File: src/hdl/gnd_pkg.sv
package gnd_pkg;

   // field widths
   localparam int NoteKinds   = 8;
   localparam int AmountWidth = 18;
   localparam int CountWidth  = 14;
   localparam int ValueWidth  = 10;

   // note values, largest first, and the inventory after reset
   localparam logic [ValueWidth-1:0] NOTE_VALUE [NoteKinds] = '{
      10'd500, 10'd150, 10'd50, 10'd20, 10'd10, 10'd5, 10'd2, 10'd1
   };
   localparam logic [CountWidth-1:0] NOTE_RESET [NoteKinds] = '{
      14'd100, 14'd200, 14'd400, 14'd800, 14'd1600, 14'd3200, 14'd6400, 14'd12800
   };

   typedef logic [CountWidth-1:0] count_type;

   // result status codes
   typedef enum logic [1:0] {
      ST_PAID       = 2'd0,
      ST_NO_BALANCE = 2'd1,
      ST_UNFORMABLE = 2'd2
   } status_type;

   // controller states
   typedef enum logic [1:0] {
      S_IDLE,
      S_RUN,
      S_DONE
   } state_type;

   // what one cell hands to the next: remainder still to pay and value seen so far
   typedef struct packed {
      logic                   valid;
      logic [AmountWidth-1:0] rem;
      logic [AmountWidth-1:0] sum;
   } token_type;

endpackage

File: src/hdl/gnd_cell.sv
module gnd_cell #(
   parameter int Kind = 0
) (
   input  logic                 clock,
   input  logic                 reset,
   input  gnd_pkg::token_type   token_in,
   input  logic                 commit,
   output gnd_pkg::token_type   token_out,
   output gnd_pkg::count_type   take
);

   localparam int AmountWidth = gnd_pkg::AmountWidth;
   localparam int CountWidth  = gnd_pkg::CountWidth;
   localparam int ValueWidth  = gnd_pkg::ValueWidth;
   localparam logic [ValueWidth-1:0] Value = gnd_pkg::NOTE_VALUE[Kind];
   // exact floor division of an 18-bit value by a reciprocal multiply
   localparam int Shift      = AmountWidth + $clog2(int'(Value));
   localparam int RecipWidth = AmountWidth + 1;
   localparam int ProdWidth  = AmountWidth + RecipWidth;
   localparam int PayWidth   = CountWidth + ValueWidth;
   localparam logic [RecipWidth-1:0] Recip =
      RecipWidth'(((64'd1 << Shift) + 64'(Value) - 64'd1) / 64'(Value));

   logic [ProdWidth-1:0]   prod;
   logic [AmountWidth-1:0] quot_in;
   logic                   va_ff;
   logic [AmountWidth-1:0] quot_ff;
   logic [AmountWidth-1:0] rem_a_ff;
   logic [AmountWidth-1:0] sum_a_ff;
   gnd_pkg::count_type     take_in;
   logic [PayWidth-1:0]    pay;
   logic [PayWidth-1:0]    held;
   logic [AmountWidth-1:0] rem_in;
   logic [AmountWidth-1:0] sum_in;
   logic                   vb_ff;
   logic [AmountWidth-1:0] rem_b_ff;
   logic [AmountWidth-1:0] sum_b_ff;
   gnd_pkg::count_type     take_ff;
   gnd_pkg::count_type     inv_in;
   gnd_pkg::count_type     inv_ff;

   // stage a: notes wanted = remainder / value
   assign prod    = ProdWidth'(token_in.rem) * ProdWidth'(Recip);
   assign quot_in = AmountWidth'(prod >> Shift);

   always_ff @(posedge clock) begin
      if (reset) begin
         va_ff <= 1'b0;
      end else begin
         va_ff <= token_in.valid;
      end
   end

   always_ff @(posedge clock) begin
      if (token_in.valid) begin
         quot_ff  <= quot_in;
         rem_a_ff <= token_in.rem;
         sum_a_ff <= token_in.sum;
      end
   end

   // stage b: limit by inventory, pay out, add this kind's held value
   always_comb begin
      take_in = (quot_ff > AmountWidth'(inv_ff)) ? inv_ff : quot_ff[CountWidth-1:0];
      pay     = PayWidth'(take_in) * PayWidth'(Value);
      held    = PayWidth'(inv_ff) * PayWidth'(Value);
      rem_in  = rem_a_ff - AmountWidth'(pay);
      sum_in  = sum_a_ff + AmountWidth'(held);
   end

   always_ff @(posedge clock) begin
      if (reset) begin
         vb_ff <= 1'b0;
      end else begin
         vb_ff <= va_ff;
      end
   end

   always_ff @(posedge clock) begin
      if (va_ff) begin
         rem_b_ff <= rem_in;
         sum_b_ff <= sum_in;
         take_ff  <= take_in;
      end
   end

   // inventory drops by the last take when the payout commits
   assign inv_in = commit ? (inv_ff - take_ff) : inv_ff;

   always_ff @(posedge clock) begin
      if (reset) begin
         inv_ff <= gnd_pkg::NOTE_RESET[Kind];
      end else begin
         inv_ff <= inv_in;
      end
   end

   assign token_out.valid = vb_ff;
   assign token_out.rem   = rem_b_ff;
   assign token_out.sum   = sum_b_ff;
   assign take            = take_ff;

endmodule

File: src/hdl/greedy_note_dispenser_core.sv
// one item at a time: a new item is accepted only in the idle state, which the core
// enters once the previous result has moved into the output register
// each item passes a chain of eight note cells, two stages per cell
// a finished result waits in the output register while the core goes idle
// reset (synchronous, active high) restores the inventory to its initial counts
module greedy_note_dispenser_core (
   input  logic        clock,
   input  logic        reset,
   input  logic        req_valid,
   output logic        req_ready,
   input  logic [17:0] req_amount,
   output logic        rsp_valid,
   input  logic        rsp_ready,
   output logic [1:0]  rsp_status,
   output logic [13:0] rsp_notes_500,
   output logic [13:0] rsp_notes_150,
   output logic [13:0] rsp_notes_50,
   output logic [13:0] rsp_notes_20,
   output logic [13:0] rsp_notes_10,
   output logic [13:0] rsp_notes_5,
   output logic [13:0] rsp_notes_2,
   output logic [13:0] rsp_notes_1
);

   localparam int NoteKinds   = gnd_pkg::NoteKinds;
   localparam int AmountWidth = gnd_pkg::AmountWidth;

   gnd_pkg::state_type     state_ff;
   gnd_pkg::state_type     state_in;
   gnd_pkg::token_type     launch_ff;
   gnd_pkg::token_type     launch_in;
   gnd_pkg::token_type     link [NoteKinds+1];
   gnd_pkg::token_type     chain_end;
   gnd_pkg::count_type     take [NoteKinds];
   gnd_pkg::count_type     notes_ff [NoteKinds];
   gnd_pkg::status_type    verdict;
   gnd_pkg::status_type    status_ff;
   logic [AmountWidth-1:0] amount_ff;
   logic                   accept;
   logic                   slot_free;
   logic                   finish;
   logic                   commit;
   logic                   rsp_valid_ff;
   logic                   rsp_valid_in;

   // chain of note cells, largest value first
   assign link[0] = launch_ff;

   for (genvar k = 0; k < NoteKinds; k++) begin : g_cell
      gnd_cell #(
         .Kind(k)
      ) u_cell (
         .clock    (clock),
         .reset    (reset),
         .token_in (link[k]),
         .commit   (commit),
         .token_out(link[k+1]),
         .take     (take[k])
      );
   end

   assign chain_end = link[NoteKinds];

   // outcome of the item at the end of the chain
   always_comb begin
      if (amount_ff > chain_end.sum) begin
         verdict = gnd_pkg::ST_NO_BALANCE;
      end else if (chain_end.rem != '0) begin
         verdict = gnd_pkg::ST_UNFORMABLE;
      end else begin
         verdict = gnd_pkg::ST_PAID;
      end
   end

   // next state
   always_comb begin
      state_in = state_ff;
      case (state_ff)
         gnd_pkg::S_IDLE: begin
            if (req_valid) begin
               state_in = gnd_pkg::S_RUN;
            end
         end
         gnd_pkg::S_RUN: begin
            if (chain_end.valid) begin
               state_in = gnd_pkg::S_DONE;
            end
         end
         gnd_pkg::S_DONE: begin
            if (slot_free) begin
               state_in = gnd_pkg::S_IDLE;
            end
         end
         default: begin
            state_in = gnd_pkg::S_IDLE;
         end
      endcase
   end

   // controller outputs
   always_comb begin
      req_ready = 1'b0;
      finish    = 1'b0;
      case (state_ff)
         gnd_pkg::S_IDLE: begin
            req_ready = 1'b1;
         end
         gnd_pkg::S_DONE: begin
            finish = slot_free;
         end
         default: begin
            req_ready = 1'b0;
            finish    = 1'b0;
         end
      endcase
   end

   assign accept    = req_valid && req_ready;
   assign slot_free = !rsp_valid_ff || rsp_ready;
   assign commit    = finish && (verdict == gnd_pkg::ST_PAID);

   always_ff @(posedge clock) begin
      if (reset) begin
         state_ff <= gnd_pkg::S_IDLE;
      end else begin
         state_ff <= state_in;
      end
   end

   // launch the item into the first cell
   always_comb begin
      launch_in.valid = accept;
      launch_in.rem   = req_amount;
      launch_in.sum   = '0;
   end

   always_ff @(posedge clock) begin
      if (reset) begin
         launch_ff.valid <= 1'b0;
      end else begin
         launch_ff.valid <= launch_in.valid;
      end
      if (accept) begin
         launch_ff.rem <= launch_in.rem;
         launch_ff.sum <= launch_in.sum;
         amount_ff     <= req_amount;
      end
   end

   // output register
   assign rsp_valid_in = finish ? 1'b1 : (rsp_ready ? 1'b0 : rsp_valid_ff);

   always_ff @(posedge clock) begin
      if (reset) begin
         rsp_valid_ff <= 1'b0;
      end else begin
         rsp_valid_ff <= rsp_valid_in;
      end
   end

   always_ff @(posedge clock) begin
      if (finish) begin
         status_ff <= verdict;
         for (int k = 0; k < NoteKinds; k++) begin
            notes_ff[k] <= (verdict == gnd_pkg::ST_PAID) ? take[k] : '0;
         end
      end
   end

   assign rsp_valid     = rsp_valid_ff;
   assign rsp_status    = status_ff;
   assign rsp_notes_500 = notes_ff[0];
   assign rsp_notes_150 = notes_ff[1];
   assign rsp_notes_50  = notes_ff[2];
   assign rsp_notes_20  = notes_ff[3];
   assign rsp_notes_10  = notes_ff[4];
   assign rsp_notes_5   = notes_ff[5];
   assign rsp_notes_2   = notes_ff[6];
   assign rsp_notes_1   = notes_ff[7];

   // an item leaves the chain only while the controller waits for it
   a_end_in_run: assert property (@(posedge clock) disable iff (reset)
      chain_end.valid |-> state_ff == gnd_pkg::S_RUN)
      else $error("item left the cell chain outside of run");

   // nothing is launched while idle
   a_idle_no_launch: assert property (@(posedge clock) disable iff (reset)
      state_ff == gnd_pkg::S_IDLE |-> !launch_ff.valid)
      else $error("item in flight while idle");

   // a commit always shows up as a paid result
   a_commit_paid: assert property (@(posedge clock) disable iff (reset)
      commit |=> rsp_valid && rsp_status == gnd_pkg::ST_PAID)
      else $error("inventory committed without a paid result");

endmodule

File: config.mk
export PLATFORM = sky130hd
export DESIGN_NAME = greedy_note_dispenser_core
export DESIGN_NICKNAME = d
export VERILOG_FILES = /design/src/hdl/gnd_pkg.sv /design/src/hdl/gnd_cell.sv /design/src/hdl/greedy_note_dispenser_core.sv
export SDC_FILE = /design/constraint.sdc
export NUM_CORES = 2
export LEC_CHECK = 0
export BUFFER_PORTS_ARGS = -buffer_cell sky130_fd_sc_hd__buf_2
export CORE_ASPECT_RATIO = 1.5
export CORE_MARGIN = 2
export CORE_UTILIZATION = 60
export CTS_BUF_LIST = sky130_fd_sc_hd__clkbuf_4 sky130_fd_sc_hd__clkbuf_8
export CTS_CLUSTER_DIAMETER = 100
export DETAILED_ROUTE_END_ITERATION = 7
export HOLD_SLACK_MARGIN = 0.06
export PLACE_DENSITY = 0.83
export SYNTH_ARGS = -nofsm -noshare
export SYNTH_HDL_FRONTEND = slang
export SYNTH_SLANG_ARGS = --single-unit
File: constraint.sdc
create_clock -name clock -period 23.1 [get_ports clock]
set_input_delay 2.31 -clock clock [delete_from_list [all_inputs] [get_ports clock]]
set_output_delay 2.31 -clock clock [all_outputs]
set_load 0.02 [all_outputs]
# Word level (Yosys, flattened, before mapping)
# Memories as Yosys holds them, arrays and structs flattened.
# Cells that the tools add are included.
[word_totals]
reg_bits = 914
ram_bits = 112
output_inout_bits = 116
word_cells = 168
memories = 1
[classes]
addsub = 23
multipliers = 18
order_cmp = 9
n_eq_ne = 5
muxes = 28
reduce_logical = 9
[mem_list]
columns = ["memory", "words", "width", "rd", "rd_ports_with_merged_regs", "wr", "line_no", "text"]
rows = [
  ["notes_ff", 8, 14, 8, 0, 8, "greedy_note_dispenser_core.sv:35", "gnd_pkg::count_type notes_ff [NoteKinds];"],
]
[op_table]
columns = ["op", "count"]
rows = [
  ["two-way mux 14 bit", 16],
  ["multiplier 18 x 19 -> 37 bit, second input constant", 5],
  ["subtractor 14 bit", 8],
  ["subtractor 18 bit", 5],
  ["adder 18 bit", 4],
  ["multiplier 14 x 3 -> 17 bit, second input constant", 4],
  ["multiplier 18 x 17 -> 35 bit, second input constant", 1],
  ["multiplier 14 x 5 -> 17 bit, second input constant", 2],
  ["multiplier 14 x 7 -> 17 bit, second input constant", 2],
  ["multiplier 14 x 3 -> 16 bit, second input constant", 2],
  ["multiplier 14 x 7 -> 16 bit, second input constant", 2],
  ["adder 18 x 14 -> 18 bit", 1],
  ["adder 18 x 15 -> 18 bit", 1],
  ["adder 18 x 17 -> 18 bit", 1],
  ["> comparator 18 x 14 -> 1 bit", 1],
  ["> comparator 18 bit", 1],
  ["nonzero test 18 bit", 1],
  ["subtractor 18 x 14 -> 18 bit", 1],
  ["subtractor 18 x 15 -> 18 bit", 1],
  ["subtractor 18 x 17 -> 18 bit", 1],
  ["> comparator 17 x 14 -> 1 bit", 1],
  ["> comparator 16 x 14 -> 1 bit", 1],
  ["> comparator 15 x 14 -> 1 bit", 1],
  ["> comparator 10 x 14 -> 1 bit", 1],
  ["other kinds (16)", 28],
]

# Longest topological paths before layout
[logic_depth]
depth_word = 5
depth_mapped = 34
depth_no_buf = 33

# By module
# Synthesis repeated with hierarchy kept, for this count alone.
[unflattened]
cells_unflattened = 8544
area_unflattened_um2 = 93500.9
[by_module_without_submodules]
columns = ["module", "n_inst", "cells_per_inst", "area_per_inst_um2", "seq_area_each_um2"]
rows = [
  ["gnd_cell at g_cell[2].u_cell", 1, 1321, 13855.8, 3293.2],
  ["gnd_cell at g_cell[1].u_cell", 1, 1274, 13745.7, 3233.1],
  ["gnd_cell at g_cell[0].u_cell", 1, 1179, 12659.6, 3203.1],
  ["gnd_cell at g_cell[4].u_cell", 1, 1160, 12170.4, 3353.2],
  ["gnd_cell at g_cell[3].u_cell", 1, 1135, 12096.6, 3323.2],
  ["gnd_cell at g_cell[5].u_cell", 1, 1122, 12040.3, 3383.2],
  ["gnd_cell at g_cell[7].u_cell", 1, 490, 5819.3, 2902.8],
  ["gnd_cell at g_cell[6].u_cell", 1, 513, 5636.7, 2902.8],
  ["greedy_note_dispenser_core", 1, 350, 5476.5, 4043.9],
]

# Worst setup path after synthesis
# Ideal clock, no wire load.
[synth_path]
path_type = "input to register"
from = "input port rsp_ready"
to = "register g_cell[0].u_cell.inv_ff[5]"
setup_ps = 141
arrival_ps = 9036
required_time_ps = 22959
setup_slack_ps = 13923
path_stages = 6
path_cell_list = "nand2b_1 > nor2b_1 > o211a_1 > buf_1 > clkbuf_1 > o211ai_1"
[synth_between]
elab_chain_cells = 3
[synth_rtl]
columns = ["item", "line_no", "text"]
rows = [
  ["from (decl)", "greedy_note_dispenser_core.sv:13", "input logic rsp_ready,"],
  ["logical OR 1 bit", "greedy_note_dispenser_core.sv:119", "assign slot_free = !rsp_valid_ff || rsp_ready;"],
  ["two-way mux 1 bit", "greedy_note_dispenser_core.sv:104", "case (state_ff)"],
  ["net finish", "greedy_note_dispenser_core.sv:41", "logic finish;"],
  ["logical AND 1 bit", "greedy_note_dispenser_core.sv:120", "assign commit = finish && (verdict == gnd_pkg::ST_PAID);"],
  ["to (signal assigned)", "gnd_cell.sv:92", "inv_ff <= gnd_pkg::NOTE_RESET[Kind];"],
  ["to (signal assigned)", "gnd_cell.sv:94", "inv_ff <= inv_in;"],
  ["to (decl)", "gnd_cell.sv:40", "gnd_pkg::count_type inv_ff;"],
]
# The timed path passes the listed nets, and every way through them passes these cells.
# A chain may end at the register's enable or synchronous reset.

# Worst setup path in the final report
[layout_path]
from = "register g_cell[0].u_cell.inv_ff[7]"
to = "register g_cell[0].u_cell.rem_b_ff[17] (data pin)"
[layout_between]
elab_chain_cells = 4
[layout_rtl]
columns = ["item", "line_no", "text"]
rows = [
  ["> comparator 10 x 14 -> 1 bit", "gnd_cell.sv:64", "take_in = (quot_ff > AmountWidth'(inv_ff)) ? inv_ff : quot_ff[CountWidth-1:0];"],
  ["two-way mux 14 bit", "gnd_cell.sv:64", ""],
  ["multiplier 14 x 7 -> 16 bit", "gnd_cell.sv:65", "pay = PayWidth'(take_in) * PayWidth'(Value);"],
  ["net g_cell[0].u_cell.pay[2]", "gnd_cell.sv:31", "logic [PayWidth-1:0] pay;"],
  ["subtractor 18 bit", "gnd_cell.sv:67", "rem_in = rem_a_ff - AmountWidth'(pay);"],
  ["net g_cell[0].u_cell.rem_in[17]", "gnd_cell.sv:33", "logic [AmountWidth-1:0] rem_in;"],
  ["to (signal assigned)", "gnd_cell.sv:81", "rem_b_ff <= rem_in;"],
  ["to (decl)", "gnd_cell.sv:36", "logic [AmountWidth-1:0] rem_b_ff;"],
]
# The timed path passes the listed nets, and every way through them passes these cells.

==> run_results.csv <==
group,metric,value,unit
status,status,"finished clean",
placed_design,gp_congestion,0.9826,
yosys,synthAdderAreaFrac,0.3879,
global_route,grt_max_degree,63,
yosys,synthMuxAreaShare,0.008893,
global_route,track_usage,0.2891,
floorplan,row_count,175,
sta,rsz0062_at_grt,"false",
job,cap_violations,0,
clocking,cts_tree,"built",
yosys,syn_avg_cell_area,10.72,sq um
clocking,clkSinkCount,1001,
yosys,synth-xor-area-share,0.04361,
critical_path,slowest_stage,"o21ai_0",
yosys,syn_area,91170,sq um
yosys,ys_warn_count,0,
layout,drive_gt1_frac,0.06311,
routing,wl_met1,81410,um
yosys,synth-async-reset-ratio,0,
global_route,grt_pass1_vias,67255,
critical_path,rrSetupSlack,15050,ps
sta,clock_skew,50.76,ps
sta,maxClockFrequency,124.3,MHz
sta,period_minus_slack,8045,ps
routing,top_layer_used,"met5",
critical_path,crit_type,"reg -> reg",
yosys,ys_top_cells_by_area,"edfxtp_1 (29%), ha_1 (22%), fa_1 (17%)",
clocking,clk_latency,920,ps
yosys,syn-instance-count,8503,
layout,area_growth,7.446,%
yosys,yosys.area.top_type,"edfxtp_1",
critical_path,r2r_end,"g_cell[0].u_cell.rem_b_ff[17]",
routing,via_per_inst,5.759,
critical_path,crit_required,23750,ps
routing,wl_per_cell,20.01,um
critical_path,crit_start,"g_cell[0].u_cell.inv_ff[7]",
floorplan,die_h,481.4,um
clocking,holdBufCountCts,0,
layout,fillers,11478,
global_route,grt_overflow,0,
sta,setup_violations,0,
routing,drt_first_pass_iters,8,
yosys,synth_top_area_share,0.2862,
floorplan,core,151300,sq um
sta,tightest_slew,1202,ps
routing,vias,63017,
clocking,cts_resized,0,
sta,max_slew_margin,0.1986,
yosys,ys_ff_latch,1001,
routing,route.detailed.drc,0,
yosys,synth.distinct_cells,85,
sta,hold_viol,0,
critical_path,r2r-start,"g_cell[0].u_cell.inv_ff[7]",
sta,finalMaxSlewViolations,0,
routing,wl,219000,um
floorplan,dieArea,155200,sq um
yosys,seq_area_frac_synth,0.3152,
clocking,cts_root_buffer,"clkbuf_8",
critical_path,worstSetupEndpointType,"flip-flop",
clocking,cts_made_buffers,162,
routing,dr_wl_met3,11700,um
floorplan,die_w,322.3,um
critical_path,r2r_cells,30,
sta,finalCritPeriodShare,0.3483,
clocking,post_cts_buffers,0,
clocking,cts_max_level,4,
placed_design,port_buffers,137,
global_route,grt_first_pass_wirelength,348100,um
placed_design,dp_hpwl,176100,um
floorplan,io_pins,138,
critical_path,crit_fanout,16,
critical_path,max_stage_delay,790,ps
critical_path,cp-start-kind,"flip-flop",
yosys,synthSimpleGateAreaFrac,0.08176,
min_path,min_path_type,"reg -> reg",
critical_path,crit_end,"g_cell[0].u_cell.rem_b_ff[17]",
clocking,clockBufferDepth,3,
routing,antenna_left,0,
floorplan,start_util,0.6026,
yosys,synth_edf_count,869,
critical_path,cp.arrival,8700,ps
clocking,clkTransAtPathRegs,70,ps
yosys,synth_compound_area_frac,0.08591,
sta,setup_tns,0,ps
routing,drtIter0Drc,3862,
global_route,antenna_found_initial,15,
routing,wl_met2,112000,um
yosys,synth_top_family_by_area,"adder cells",
yosys,synth_ff_type,"edfxtp_1",
layout,finalNetCount,11165,
## logic make-up (layout without fill, tap and decap cells)
group	count (synthesis)	count (layout)
xor gates and xnor gates	454	454
other	2	16
buffers and inverters	1860	2251
and+or+nand+nor	1529	1529
muxes	76	76
adders and majority gates	2375	2375
AOI/OAI and AO/OA	1206	1206
DFF	1001	1001
## per-layer routing
metal	global-route usage	up-vias
met5	0	-
met4	0.1689	8
met3	0.03922	691
met2	0.5211	1951
met1	0.3257	30918
li1	-	29449
## worst min-delay path by stage
stage                                       start                       endpoint  slack (ps)  depth (start not counted)
floorplan            g_cell[0].u_cell.rem_a_ff[0]   g_cell[0].u_cell.rem_b_ff[0]         400                          0
global placement    g_cell[2].u_cell.sum_b_ff[11]  g_cell[3].u_cell.sum_a_ff[11]         400                          0
detailed placement   g_cell[1].u_cell.sum_b_ff[1]   g_cell[2].u_cell.sum_a_ff[1]         400                          0
CTS                 g_cell[3].u_cell.sum_b_ff[11]  g_cell[4].u_cell.sum_a_ff[11]         410                          0
global route        g_cell[0].u_cell.sum_b_ff[10]  g_cell[1].u_cell.sum_a_ff[10]         410                          0
finish              g_cell[0].u_cell.sum_b_ff[17]  g_cell[1].u_cell.sum_a_ff[17]         400                          0
## registers in the layout (all words and copies together) (netlist names)
| name | count |
|---|---|
| launch_ff | 1 |
| g_cell.u_cell.sum_a_ff | 120 |
| g_cell.u_cell.sum_b_ff | 138 |
| g_cell.u_cell.rem_a_ff | 144 |
| g_cell.u_cell.inv_ff | 112 |
| notes_ff | 112 |
| state_ff | 2 |
| g_cell.u_cell.take | 112 |
| rsp_status | 2 |
| g_cell.u_cell.rem_b_ff | 144 |
| amount_ff | 18 |
| rsp_valid | 1 |
| g_cell.u_cell.vb_ff | 8 |
| g_cell.u_cell.quot_ff | 79 |
| g_cell.u_cell.va_ff | 8 |
## cells in the final DEF (no fill, tap or decap), types with 116 or more instances in the layout
master	count
nor3_1	251
nand2_1	339
o21ai_0	274
dfxtp_1	119
a21oi_1	339
xnor2_1	342
fa_1	753
nor2_1	362
inv_1	1768
ha_1	1622
nor2b_1	116
buf_2	136
edfxtp_1	869
clkbuf_8	174
## worst max-delay path, delay by kind of cell (launching register included)
| kind | cells | cell delay (ps) |
|---|---|---|
| flops | 1 | 640 |
| buf+inv | 5 | 500 |
| compound gates | 13 | 2990 |
| xor+xnor | 3 | 420 |
| simple gates | 2 | 330 |
| fa+ha+maj | 7 | 2900 |
## final cells by class
| class | instances | area [sq um] | area share |
|---|---|---|---|
| Antenna cell | 3 | 7.507 | 0.00007663 |
| Tap cell | 2035 | 2546 | 0.02599 |
| Sequential cell | 1001 | 28750 | 0.2935 |
| Inverter | 1770 | 6646 | 0.06785 |
| Timing Repair Buffer | 180 | 1011 | 0.01032 |
| Clock inverter | 83 | 710.7 | 0.007255 |
| Multi-Input combinational cell | 5653 | 55560 | 0.5672 |
| Clock buffer | 218 | 2725 | 0.02782 |
## cells in the mapped netlist, drive strengths merged (45+ instances only)
cell type	instances
and2	47
ha	1622
xnor2	342
a21o	101
nor2b	117
xor2	112
o21a	67
nor3	252
dfxtp	132
o21ai	275
a211oi	63
nor2	364
fa	753
or3	55
inv	1769
nand2	339
a21oi	340
a21boi	62
clkbuf	84
edfxtp	869
nand4	60
nand3	111
and3	45
## metrics by stage
stage | area, sq um | instances | utilization | setup WS (ps) | hold slack (ps)
2_1_floorplan | 91210 | 8514 | - | 13920 | 400.3
3_3_place_gp | 94520 | 10639 | 0.6247 | 15270 | 400.3
3_5_place_dp | 94520 | 10639 | 0.6247 | 15030 | 404.5
4_1_cts | 97950 | 10940 | 0.6474 | 15000 | 411.0
5_1_grt | 97960 | 10941 | 0.6474 | 14500 | 409.7
6_report | 97960 | 10943 | 0.6475 | 15050 | 404.3
Power is left out: the tool's default activity adds up to more than one toggle a clock period on the data nets, which glitch-free logic cannot reach.
